### src/fpd_pkg.sv
// Package for the framed packet deframer with checksum check.
// Holds frame constants, the status codes and the result record.
// No dependencies.
package fpd_pkg;

  // Frame delimiters and layout
  localparam logic [7:0] START_BYTE    = 8'h7B;
  localparam logic [7:0] END_BYTE      = 8'h7D;
  localparam int unsigned POS_W        = 9;
  localparam logic [POS_W-1:0] HEADER_LEN = 9'd16;

  // Configuration register map
  localparam int unsigned PADDR_W      = 3;
  localparam int unsigned PDATA_W      = 32;
  localparam logic REG_MAX_LEN         = 1'b0;
  localparam logic [7:0] MAX_LEN_RESET = 8'd240;

  typedef enum logic [1:0] {
    FS_OK      = 2'd0,
    FS_LEN_ERR = 2'd1,
    FS_END_ERR = 2'd2,
    FS_SUM_ERR = 2'd3
  } fpd_status_e;

  typedef struct packed {
    fpd_status_e frame_status;
    logic [15:0] frame_id;
    logic [31:0] sequence_number;
    logic [31:0] time_stamp;
    logic [15:0] payload_length;
  } fpd_result_t;

endpackage

### src/fpd_if.sv
// Handshake channel interfaces of the deframer: byte stream in, frame status out.
// Each carries valid, ready and the payload. No dependencies.
interface fpd_byte_if;
  logic       valid;
  logic       ready;
  logic [7:0] rx_byte;

  modport source (output valid, output rx_byte, input ready);
  modport sink (input valid, input rx_byte, output ready);
endinterface

interface fpd_result_if;
  logic        valid;
  logic        ready;
  logic [1:0]  frame_status;
  logic [15:0] frame_id;
  logic [31:0] sequence_number;
  logic [31:0] time_stamp;
  logic [15:0] payload_length;

  modport source (output valid, output frame_status, output frame_id,
                  output sequence_number, output time_stamp,
                  output payload_length, input ready);
  modport sink (input valid, input frame_status, input frame_id,
                input sequence_number, input time_stamp,
                input payload_length, output ready);
endinterface

### src/fpd_cfg.sv
// APB-style configuration register block: holds the maximum payload length.
// Depends on fpd_pkg.
module fpd_cfg import fpd_pkg::*; (
  input  logic               clk_i,
  input  logic               rst_ni,
  input  logic               psel,
  input  logic               penable,
  input  logic               pwrite,
  input  logic [PADDR_W-1:0] paddr,
  input  logic [PDATA_W-1:0] pwdata,
  output logic [PDATA_W-1:0] prdata,
  output logic               pready,
  output logic [7:0]         max_len_o
);

  logic [7:0] max_len_q, max_len_d;
  logic       wr_en;

  assign pready = 1'b1;
  assign wr_en  = psel && penable && pwrite && (paddr[PADDR_W-1:2] == REG_MAX_LEN);

  // Capture a write request to the length limit
  always_comb begin
    max_len_d = max_len_q;
    if (wr_en) begin
      max_len_d = pwdata[7:0];
    end
  end

  always_ff @(posedge clk_i or negedge rst_ni) begin
    if (!rst_ni) begin
      max_len_q <= MAX_LEN_RESET;
    end else begin
      max_len_q <= max_len_d;
    end
  end

  // Read back; unmapped addresses return zero
  always_comb begin
    prdata = '0;
    if (paddr[PADDR_W-1:2] == REG_MAX_LEN) begin
      prdata = {{(PDATA_W-8){1'b0}}, max_len_q};
    end
  end

  assign max_len_o = max_len_q;

endmodule

### src/fpd_parse.sv
// Frame parser: tracks byte position, gathers header fields, sums the checksum
// and produces one status record per finished or aborted frame. Depends on fpd_pkg.
module fpd_parse import fpd_pkg::*; (
  input  logic        clk_i,
  input  logic        rst_ni,
  input  logic        accept_i,
  input  logic [7:0]  rx_byte_i,
  input  logic [7:0]  max_len_i,
  output logic        res_valid_o,
  output fpd_result_t res_o
);

  logic [POS_W-1:0] pos_q, pos_d;
  logic [15:0]      len_q, len_d;
  logic [7:0]       sum_q, sum_d;
  logic [7:0]       rsum_q, rsum_d;
  logic [31:0]      seq_q, seq_d;
  logic [31:0]      stamp_q, stamp_d;
  logic [15:0]      ident_q, ident_d;
  logic [POS_W-1:0] sum_pos;
  logic [15:0]      new_len;
  logic             is_start;
  fpd_status_e      status;

  // Position of the checksum byte; the limit keeps the length below 256
  assign sum_pos  = HEADER_LEN + {1'b0, len_q[7:0]};
  assign new_len  = {rx_byte_i, len_q[7:0]};
  assign is_start = (rx_byte_i == START_BYTE);

  // Advance the frame state for one accepted byte
  always_comb begin
    pos_d       = pos_q;
    len_d       = len_q;
    sum_d       = sum_q;
    rsum_d      = rsum_q;
    seq_d       = seq_q;
    stamp_d     = stamp_q;
    ident_d     = ident_q;
    res_valid_o = 1'b0;
    status      = FS_OK;
    if (accept_i) begin
      if (pos_q == '0) begin
        // Hunt for the start byte
        if (is_start) begin
          pos_d = {{(POS_W-1){1'b0}}, 1'b1};
          sum_d = '0;
        end
      end else if (pos_q < HEADER_LEN) begin
        sum_d = sum_q + rx_byte_i;
        pos_d = pos_q + 1'b1;
        case (pos_q[3:0])
          4'd2:  seq_d[7:0]     = rx_byte_i;
          4'd3:  seq_d[15:8]    = rx_byte_i;
          4'd4:  seq_d[23:16]   = rx_byte_i;
          4'd5:  seq_d[31:24]   = rx_byte_i;
          4'd8:  stamp_d[7:0]   = rx_byte_i;
          4'd9:  stamp_d[15:8]  = rx_byte_i;
          4'd10: stamp_d[23:16] = rx_byte_i;
          4'd11: stamp_d[31:24] = rx_byte_i;
          4'd12: ident_d[7:0]   = rx_byte_i;
          4'd13: ident_d[15:8]  = rx_byte_i;
          4'd14: len_d[7:0]     = rx_byte_i;
          4'd15: begin
            len_d = new_len;
            // Abort an oversized frame; the same byte may open the next one
            if (new_len > {8'd0, max_len_i}) begin
              res_valid_o = 1'b1;
              status      = FS_LEN_ERR;
              if (is_start) begin
                pos_d = {{(POS_W-1){1'b0}}, 1'b1};
                sum_d = '0;
              end else begin
                pos_d = '0;
              end
            end
          end
          default: ;
        endcase
      end else if (pos_q < sum_pos) begin
        // Payload byte
        sum_d = sum_q + rx_byte_i;
        pos_d = pos_q + 1'b1;
      end else if (pos_q == sum_pos) begin
        // Checksum byte
        rsum_d = rx_byte_i;
        pos_d  = pos_q + 1'b1;
      end else begin
        // End byte: report and go back to hunting
        pos_d       = '0;
        res_valid_o = 1'b1;
        if (rx_byte_i != END_BYTE) begin
          status = FS_END_ERR;
        end else if (sum_q != rsum_q) begin
          status = FS_SUM_ERR;
        end else begin
          status = FS_OK;
        end
      end
    end
  end

  always_comb begin
    res_o.frame_status    = status;
    res_o.frame_id        = ident_d;
    res_o.sequence_number = seq_d;
    res_o.time_stamp      = stamp_d;
    res_o.payload_length  = len_d;
  end

  always_ff @(posedge clk_i or negedge rst_ni) begin
    if (!rst_ni) begin
      pos_q   <= '0;
      len_q   <= '0;
      sum_q   <= '0;
      rsum_q  <= '0;
      seq_q   <= '0;
      stamp_q <= '0;
      ident_q <= '0;
    end else begin
      pos_q   <= pos_d;
      len_q   <= len_d;
      sum_q   <= sum_d;
      rsum_q  <= rsum_d;
      seq_q   <= seq_d;
      stamp_q <= stamp_d;
      ident_q <= ident_d;
    end
  end

endmodule

### src/fpd_out_reg.sv
// Result output register: holds one status record until the receiver takes it.
// Depends on fpd_pkg and fpd_if.
module fpd_out_reg import fpd_pkg::*; (
  input  logic          clk_i,
  input  logic          rst_ni,
  input  logic          load_i,
  input  fpd_result_t   res_i,
  output logic          free_o,
  fpd_result_if.source  res_o
);

  logic        valid_q, valid_d;
  fpd_result_t data_q, data_d;

  // Space for a new record when empty or when the held one leaves now
  assign free_o = !valid_q || res_o.ready;

  // Load a new record, or drop the held one once taken
  always_comb begin
    valid_d = valid_q;
    data_d  = data_q;
    if (load_i) begin
      valid_d = 1'b1;
      data_d  = res_i;
    end else if (res_o.ready) begin
      valid_d = 1'b0;
    end
  end

  always_ff @(posedge clk_i or negedge rst_ni) begin
    if (!rst_ni) begin
      valid_q <= 1'b0;
    end else begin
      valid_q <= valid_d;
    end
  end

  always_ff @(posedge clk_i) begin
    data_q <= data_d;
  end

  assign res_o.valid           = valid_q;
  assign res_o.frame_status    = data_q.frame_status;
  assign res_o.frame_id        = data_q.frame_id;
  assign res_o.sequence_number = data_q.sequence_number;
  assign res_o.time_stamp      = data_q.time_stamp;
  assign res_o.payload_length  = data_q.payload_length;

endmodule

### src/framed_packet_deframer_sum_check.sv
// Framed packet deframer with 8-bit additive checksum check.
//
// rx_i carries one received byte per request. The block hunts for '{', collects
// a 16-byte header (sequence number, timestamp, identifier, payload length),
// skips the payload, then checks the checksum byte and the closing '}'.
// res_o carries one status request per frame: ok, length too large, end marker
// missing or checksum mismatch, together with the header fields.
// The APB port holds max_payload_len at address 0 (reset value 240); write it
// only while no frame is in flight.
// Throughput: one byte per cycle unless rx_i stalls, set by the position update
// and 8-bit add in the parser. Latency: a result is valid on res_o in the cycle
// after the byte that closes (or aborts) the frame is accepted.
// A single output register sits between parser and receiver: rx_i stays ready
// while that register is empty or being taken, and stalls only when a result
// waits and res_o.ready is low.
// Reset clears the parser to the hunting state and empties the output register.
// Depends on fpd_pkg, fpd_if, fpd_cfg, fpd_parse and fpd_out_reg.
module framed_packet_deframer_sum_check import fpd_pkg::*; (
  input  logic               clk_i,
  input  logic               rst_ni,
  fpd_byte_if.sink           rx_i,
  fpd_result_if.source       res_o,
  input  logic               psel,
  input  logic               penable,
  input  logic               pwrite,
  input  logic [PADDR_W-1:0] paddr,
  input  logic [PDATA_W-1:0] pwdata,
  output logic [PDATA_W-1:0] prdata,
  output logic               pready
);

  logic [7:0]  max_len_val;
  logic        rx_accept;
  logic        out_free;
  logic        res_valid;
  fpd_result_t res_rec;

  fpd_cfg u_cfg (
    .clk_i     (clk_i),
    .rst_ni    (rst_ni),
    .psel      (psel),
    .penable   (penable),
    .pwrite    (pwrite),
    .paddr     (paddr),
    .pwdata    (pwdata),
    .prdata    (prdata),
    .pready    (pready),
    .max_len_o (max_len_val)
  );

  // Take a byte whenever the output register has room
  assign rx_i.ready = out_free;
  assign rx_accept  = rx_i.valid && out_free;

  fpd_parse u_parse (
    .clk_i       (clk_i),
    .rst_ni      (rst_ni),
    .accept_i    (rx_accept),
    .rx_byte_i   (rx_i.rx_byte),
    .max_len_i   (max_len_val),
    .res_valid_o (res_valid),
    .res_o       (res_rec)
  );

  fpd_out_reg u_out_reg (
    .clk_i  (clk_i),
    .rst_ni (rst_ni),
    .load_i (res_valid),
    .res_i  (res_rec),
    .free_o (out_free),
    .res_o  (res_o)
  );

`ifndef SYNTH
  // A result is only produced by an accepted byte
  assert property (@(posedge clk_i) disable iff (!rst_ni)
    res_valid |-> rx_accept)
    else $error("result produced without an accepted byte");

  // A produced result shows up on the output in the next cycle
  assert property (@(posedge clk_i) disable iff (!rst_ni)
    res_valid |=> res_o.valid)
    else $error("result lost before the output register");

  // A length error always reports a length above the configured limit
  assert property (@(posedge clk_i) disable iff (!rst_ni)
    (res_o.valid && (res_o.frame_status == FS_LEN_ERR)) |->
      (res_o.payload_length > {8'd0, max_len_val}))
    else $error("length error reported for an acceptable length");

  // Input is never stalled while the output register is empty
  assert property (@(posedge clk_i) disable iff (!rst_ni)
    !res_o.valid |-> rx_i.ready)
    else $error("input stalled with an empty output register");
`endif

endmodule

### src/flat_wrapper.sv
// flat-port wrapper written by rule: the top's interface ports become plain ports
module framed_packet_deframer_sum_check_flat import fpd_pkg::*;
  (clk_i, rst_ni, psel, penable, pwrite, paddr, pwdata, prdata, pready, rx_i_valid, rx_i_rx_byte, rx_i_ready, res_o_valid, res_o_frame_status, res_o_frame_id, res_o_sequence_number, res_o_time_stamp, res_o_payload_length, res_o_ready);
  fpd_byte_if rx_i_i ();
  fpd_result_if res_o_i ();
  input  logic clk_i;
  input  logic rst_ni;
  input  logic psel;
  input  logic penable;
  input  logic pwrite;
  input  logic [PADDR_W-1:0] paddr;
  input  logic [PDATA_W-1:0] pwdata;
  output logic [PDATA_W-1:0] prdata;
  output logic pready;
  input wire logic [$bits(rx_i_i.valid)-1:0] rx_i_valid;
  input wire logic [$bits(rx_i_i.rx_byte)-1:0] rx_i_rx_byte;
  output wire logic [$bits(rx_i_i.ready)-1:0] rx_i_ready;
  output wire logic [$bits(res_o_i.valid)-1:0] res_o_valid;
  output wire logic [$bits(res_o_i.frame_status)-1:0] res_o_frame_status;
  output wire logic [$bits(res_o_i.frame_id)-1:0] res_o_frame_id;
  output wire logic [$bits(res_o_i.sequence_number)-1:0] res_o_sequence_number;
  output wire logic [$bits(res_o_i.time_stamp)-1:0] res_o_time_stamp;
  output wire logic [$bits(res_o_i.payload_length)-1:0] res_o_payload_length;
  input wire logic [$bits(res_o_i.ready)-1:0] res_o_ready;
  assign rx_i_i.valid = rx_i_valid;
  assign rx_i_i.rx_byte = rx_i_rx_byte;
  assign rx_i_ready = rx_i_i.ready;
  assign res_o_valid = res_o_i.valid;
  assign res_o_frame_status = res_o_i.frame_status;
  assign res_o_frame_id = res_o_i.frame_id;
  assign res_o_sequence_number = res_o_i.sequence_number;
  assign res_o_time_stamp = res_o_i.time_stamp;
  assign res_o_payload_length = res_o_i.payload_length;
  assign res_o_i.ready = res_o_ready;
  framed_packet_deframer_sum_check u_core (.clk_i(clk_i), .rst_ni(rst_ni), .rx_i(rx_i_i), .res_o(res_o_i), .psel(psel), .penable(penable), .pwrite(pwrite), .paddr(paddr), .pwdata(pwdata), .prdata(prdata), .pready(pready));
endmodule
### config.mk
export PLATFORM = sky130hd
export DESIGN_NAME = framed_packet_deframer_sum_check_flat
export DESIGN_NICKNAME = d
export VERILOG_FILES = /design/src/fpd_pkg.sv /design/src/fpd_if.sv /design/src/fpd_cfg.sv /design/src/fpd_parse.sv /design/src/fpd_out_reg.sv /design/src/framed_packet_deframer_sum_check.sv /design/src/flat_wrapper.sv
export SDC_FILE = /design/constraint.sdc
export NUM_CORES = 1
export LEC_CHECK = 0
export BUFFER_PORTS_ARGS = -buffer_cell sky130_fd_sc_hd__buf_2
export CAP_MARGIN = 15
export CORE_MARGIN = 4
export CORE_UTILIZATION = 35
export CTS_CLUSTER_SIZE = 28
export DETAILED_ROUTE_END_ITERATION = 12
export PLACE_DENSITY = 0.66
export SYNTH_ARGS = -nofsm -noshare
export SYNTH_HDL_FRONTEND = slang
export SYNTH_SLANG_ARGS = --single-unit
### constraint.sdc
create_clock -name clk_i -period 6.5 [get_ports clk_i]
set_input_delay 0.65 -clock clk_i [delete_from_list [all_inputs] [get_ports clk_i]]
set_output_delay 0.65 -clock clk_i [all_outputs]
set_load 0.01 [all_outputs]
Word-level counts from Yosys, hierarchy flattened

Cells that the tools add are included.

Register bits after elaboration: 228
Output and inout bits: 133
Word-level logic and storage cells: 111

Add/subtract/negate cells: 3
Order comparisons: 3
Equality and inequality tests: 17
Muxes and demuxes: 56
Bitwise operators: 5
Reduce and logical (&&, ||, !) cells: 13

Operator list:

| cell                                                  | number |
|---|---|
| two-way mux 32 bit                                    | 6 |
| two-way mux 8 bit                                     | 20 |
| two-way mux 16 bit                                    | 6 |
| two-way mux 9 bit                                     | 7 |
| == test 4 bit, second input constant                  | 8 |
| greater-than comparator 16 x 8 -> 1 bit               | 1 |
| two-way mux 1 bit                                     | 12 |
| two-way mux 2 bit                                     | 5 |
| adder 5 x 8 -> 9 bit, first input constant            | 1 |
| adder 9 x 1 -> 9 bit, second input constant           | 1 |
| == test 9 bit                                         | 1 |
| zero test 9 bit                                       | 1 |
| < comparator 9 x 5 -> 1 bit, second input constant    | 1 |
| < comparator 9 bit                                    | 1 |
| adder 8 bit                                           | 1 |
| == test 4 x 2 -> 1 bit, second input constant         | 2 |
| == test 4 x 3 -> 1 bit, second input constant         | 2 |
| == test 8 x 7 -> 1 bit, second input constant         | 1 |
| inequality test 8 x 7 -> 1 bit, second input constant | 1 |
| inequality test 8 bit                                 | 1 |
| NOT 1 bit                                             | 5 |
| AND reduction 5 bit                                   | 1 |
| logical AND 1 bit                                     | 4 |
| AND reduction 3 bit                                   | 1 |
| 7 further kinds                                       | 7 |

Logic depth before layout (Yosys ltp)

Depth in word-level cells: 8
Gate-level depth with buffers: 10

Hierarchy

From an unflattened synthesis, not the netlist that was laid out.

Cell total of the unflattened synthesis: 633
Area total of the unflattened synthesis: 9434.0 um2

By module, submodules not included:

| module                           | instances | cells an instance | area each (um2) |
|---|---|---|---|
| fpd_parse                        | 1         | 479               | 5853.1 |
| fpd_out_reg                      | 1         | 101               | 2990.4 |
| fpd_cfg                          | 1         | 52                | 584.3 |
| framed_packet_deframer_sum_check | 1         | 1                 | 6.3 |

Worst setup path after synthesis

Ideal clock, no wire load.

Path kind: register -> register
From: reg u_core.u_parse.len_q[4]
To: reg u_core.u_out_reg.data_q, in the netlist u_core.u_out_reg.res_o.frame_id[0] (enable)
Library setup time: 452 ps
Arrival time: 3705 ps
Required time: 6048 ps
Path slack: 2344 ps
Stages on the path, launching flop included: 10
Path buffers: 0
Clock period less this slack: 4156 ps
Cell sequence: dfrtp_1 -> ha_1 -> xnor2_1 -> ha_1 -> nand3_1 -> a211oi_1 -> a2111o_1 -> nand3_1 -> a21o_1 -> inv_1

Longest elaborated chain between the ends: 7
Elaborated cells on any way between the ends: 11
Those cells by class: add/sub: 1; order compare: 2; eq/ne: 1; mux: 7

RTL lines:

| what                                                                         | line                                   | text |
|---|---|---|
| start, declared                                                              | fpd_parse.sv:14                        | `logic [15:0] len_q, len_d;` |
| start signal, assigned                                                       | fpd_parse.sv:121                       | `len_q <= len_d;` |
| parallel branches: the longest is 4 deep, another holds adder 5 x 8 -> 9 bit | --                                     |  |
| two-way mux 1 bit (*)                                                        | fpd_parse.sv:48                        | `end else if (pos_q < HEADER_LEN) begin` |
| two-way mux 1 bit (*)                                                        | fpd_parse.sv:42                        | `if (pos_q == '0) begin` |
| two-way mux 1 bit (*)                                                        | fpd_parse.sv:41                        | `if (accept_i) begin` |
| via u_core.res_valid                                                         | framed_packet_deframer_sum_check.sv:35 | `logic res_valid;` |
| end signal, assigned                                                         | fpd_out_reg.sv:39                      | `data_q <= data_d;` |
| end, declared                                                                | fpd_out_reg.sv:13                      | `fpd_result_t data_q, data_d;` |

Mark *: on every way through the listed nets, which the timed path passes.
A chain may end at the register's enable or synchronous reset.

Worst setup path after layout

From: reg u_core.u_parse.len_q[4]
To: reg u_core.u_out_reg.data_q, in the netlist u_core.u_out_reg.res_o.sequence_number[14] (enable)

The elaborated chain is that of the path after synthesis.

==> impl_results.md <==
* Clock Path Buffers at 3
* Place WS at 2.75 ns
* Die H at approximately 170 um
* CTS Sinks at around 230
* Final worst setup slack at 2.77 ns
* Critical path type: reg -> reg
* R2R cell count at 10
* Post-CTS Hold Buffers at 0
* Port bufs at ~130
* Post-Route WL at approximately 20000 um
* Root Buffer Master: clkbuf_16
* Int Power at 2940 uW
* Max Slew Vio Count at 0
* Max Freq at 0.268 GHz
* Post-synth top area share at 34.1%
* Avg Inst Size Synth at 15.3 um^2
* Actual slew at the worst max-slew pin at 0.802 ns
* Sw Pwr at between 1000 and 1500 uW
* Min Tclk post-route at 3.73 ns
* Die X at 170 um
* Sequential share of the synthesized area at 67.1%
* Maximum fanout along the worst path at 60
* Largest area contributor in the netlist: dfrtp_1
* Hold_ws at ~0.14 ns
* Status: completed
* Post-Syn Instances at 604
* RSZ-0062 raised after global routing: no
* Met2 WL at 9290 um
* Final period utilization at 57.4%
* Post-synth cell types at 51
* Initial core utilization at a little over a third
* Initial DRC count at 237
* M1 wire length at 8610 um
* Setup TNS at 0 ns
* First-pass GRT wire length at 31000 um
* Rows at 59
* Async SR Flop Fraction at 57.0%
* Worst-path clk slew at about 0.06 ns
* Full die area at 29100 um^2
* Most common cell in the netlist: dfrtp_1
* Antenna diodes at 0
* Vias in the first global route at 5512
* Wire per inst at ~18 um
* Worst hold path type: in -> async
* FF+latch count, synth at 228
* Clock Skew at 0.0246 ns
* Logic pwr share at 19.6%
* Mapped cell area at 9240 um^2
* Ys Warns at 0
* Final core utilization at 41.9%
* Synth Flop Type: dfrtp_1
* Nature of the critical path endpoint: register
* Worst-skew pair later-pin latency at 0.51 ns
* FILL cells at ~2400
* First-pass DRT Iterations at 4
* # IOs at between 150 and 200
* Overflow after GRT at 0
* ANT nets after route at 0
* Via-to-Cell Ratio at 4.76
* Final #Nets at ~830
* Pin count of the biggest net entering global routing at 70
* Sequential power share at 48.4%
* Synthesis-to-finish area growth at 17.9%
* Post-CTS resize count at 0
* Via count at roughly 5200
* RePlAce Congestion at 0.762
* Share of cells above drive strength 1 at 38.1%
* Initial antenna violation count at 0
* DP HPWL at between 10000 and 15000 um
* Switch share at 26.3%
* Top sig layer: met4
* All-Layer GR Usage at 13.5%
* Total CTS buffers at 23
* Static leakage at approximately 0.0048 uW
* CP required at ~6.6 ns
* Relative slew slack at a little under half
* Peak VDD IR at 0.000246 V
* Max-cap violations at 0
* Clk pwr share at 32.0%
* DRC at 0
* Arr. time, crit path at approximately 3.9 ns
* Core region area at 26000 um^2
* Post-CTS Setup Bufs at 0
* Post-synth EDFFs at 98
* Commonest cells post-synth: 126 x dfrtp_1, 110 x mux2_2, 98 x edfxtp_1
* Final setup vio count at 0
* Top post-synthesis cells by area: dfrtp_1 34%, edfxtp_1 32%, mux2_2 13%, ha_1 3.9%, buf_4 2.0%
* Final hold viol count at 0
* CTS tree: built
* PD cells at ~370 nW/um^2
* CP Launch Type: register
* Clock H-tree levels at 1
* Met3 wire len at 1440 um
* R2R setup slack at 2.77 ns
==> stage by stage <==
step	cell area (um^2)	instances	total power, uW
2_1_floorplan	9330	627	2550
3_3_place_gp	10200	1056	2700
3_5_place_dp	10200	1056	2740
4_1_cts	10900	1097	4030
5_1_grt	10900	1097	4210
6_report	10900	1097	3980
==> kinds of logic after synthesis <==
logic type | after synthesis | synth area share, %
AOI/OAI and AO/OA | 54 | 4.03
buffers and inverters | 58 | 3.53
muxes | 114 | 13.9
and+or+nand+nor | 99 | 5.44
DFF | 228 | 67.1
adders and majority gates | 30 | 4.14
other | 2 | 0.0813
xor gates and xnor gates | 19 | 1.80
==> flip-flops by register name, indices dropped and copies added (netlist names) <==
signal                                  flops
u_core.u_parse.stamp_q                     32
u_core.u_parse.ident_q                     16
u_core.u_parse.sum_q                        8
u_core.u_parse.len_q                       16
u_core.u_out_reg.res_o.frame_status         2
u_core.u_parse.rsum_q                       8
u_core.u_out_reg.res_o.time_stamp          32
u_core.u_out_reg.res_o.valid                1
u_core.u_parse.pos_q                        9
u_core.u_parse.seq_q                       32
u_core.u_out_reg.res_o.frame_id            16
u_core.u_out_reg.res_o.payload_length      16
u_core.u_cfg.max_len_o                      8
u_core.u_out_reg.res_o.sequence_number     32
==> area by class of cell <==
class / instances / area, um^2 / area share [%]
Clock buffer: 35 / 641 / 5.88
Clock inverter: 6 / 81.3 / 0.746
Inverter: 18 / 70.1 / 0.643
Multi-Input combinational cell: 341 / 2800 / 25.7
Sequential cell: 228 / 6200 / 56.9
Tap cell: 335 / 419 / 3.85
Timing Repair Buffer: 134 / 684 / 6.28
==> placed cells by master, fill, tap and decap left out, types with 3 or more instances in the layout <==
master,Yosys,final
ha_1,29,29
o21ai_0,5,5
nand2_2,4,4
nor3_1,3,3
nand4_1,7,7
o21ai_1,6,6
dfrtp_1,126,126
a21oi_1,14,14
buf_2,0,130
mux2_2,110,110
conb_1,2,25
a21o_1,3,3
xor2_1,7,7
clkbuf_16,0,23
o211ai_1,3,3
inv_1,18,17
nand3_1,15,15
edfxtp_1,98,98
nor2_1,17,17
nor4_1,5,5
o31ai_1,7,7
xnor2_1,12,12
nand2_1,32,32
a31oi_1,5,5
buf_4,25,3
clkbuf_1,13,10
dfstp_2,4,4
==> critical path: stages, from the launching register on <==
cell and delay [ns]:
dfrtp_1 0.46, ha_1 0.26, xnor2_1 0.13, ha_1 0.28, nand3_1 0.12, a211oi_1 0.28, a2111o_1 0.23, nand3_1 0.15
a21o_1 0.24, inv_4 0.58, buf_4 0.56
==> routing by layer <==
layer	vias to the layer above	track usage, %
li1	2428	-
met1	2618	17.9
met2	149	22.0
met3	27	4.04
met4	0	3.23
met5	-	0
==> power by group through the flow <==
stage / Combinational, uW / Sequential, uW / Clock, uW
after floorplan: 632 / 1920 / 0
after global placement: 760 / 1940 / 0
after detailed placement: 786 / 1960 / 0
after CTS: 789 / 1930 / 1310
after global routing: 884 / 1960 / 1370
final: 780 / 1930 / 1280
==> path summary, 6_finish.rpt <==
path | start | endpoint
worst max-delay path | u_core.u_parse.len_q[4]$_DFF_PN0_ | u_core.u_out_reg.res_o.sequence_number[14]$_DFFE_PP_
worst min-delay path | rst_ni | u_core.u_parse.stamp_q[17]$_DFF_PN0_
worst max register to register | u_core.u_parse.len_q[4]$_DFF_PN0_ | u_core.u_out_reg.res_o.sequence_number[14]$_DFFE_PP_
worst min register to register | u_core.u_parse.seq_q[7]$_DFF_PN0_ | u_core.u_parse.seq_q[7]$_DFF_PN0_
max in group asynchronous | rst_ni | u_core.u_parse.seq_q[14]$_DFF_PN0_
min in group clk_i | pwdata[2] | u_core.u_cfg.max_len_o[2]$_DFFE_PN0P_
Note: power is estimated with default switching activity, not from simulation.
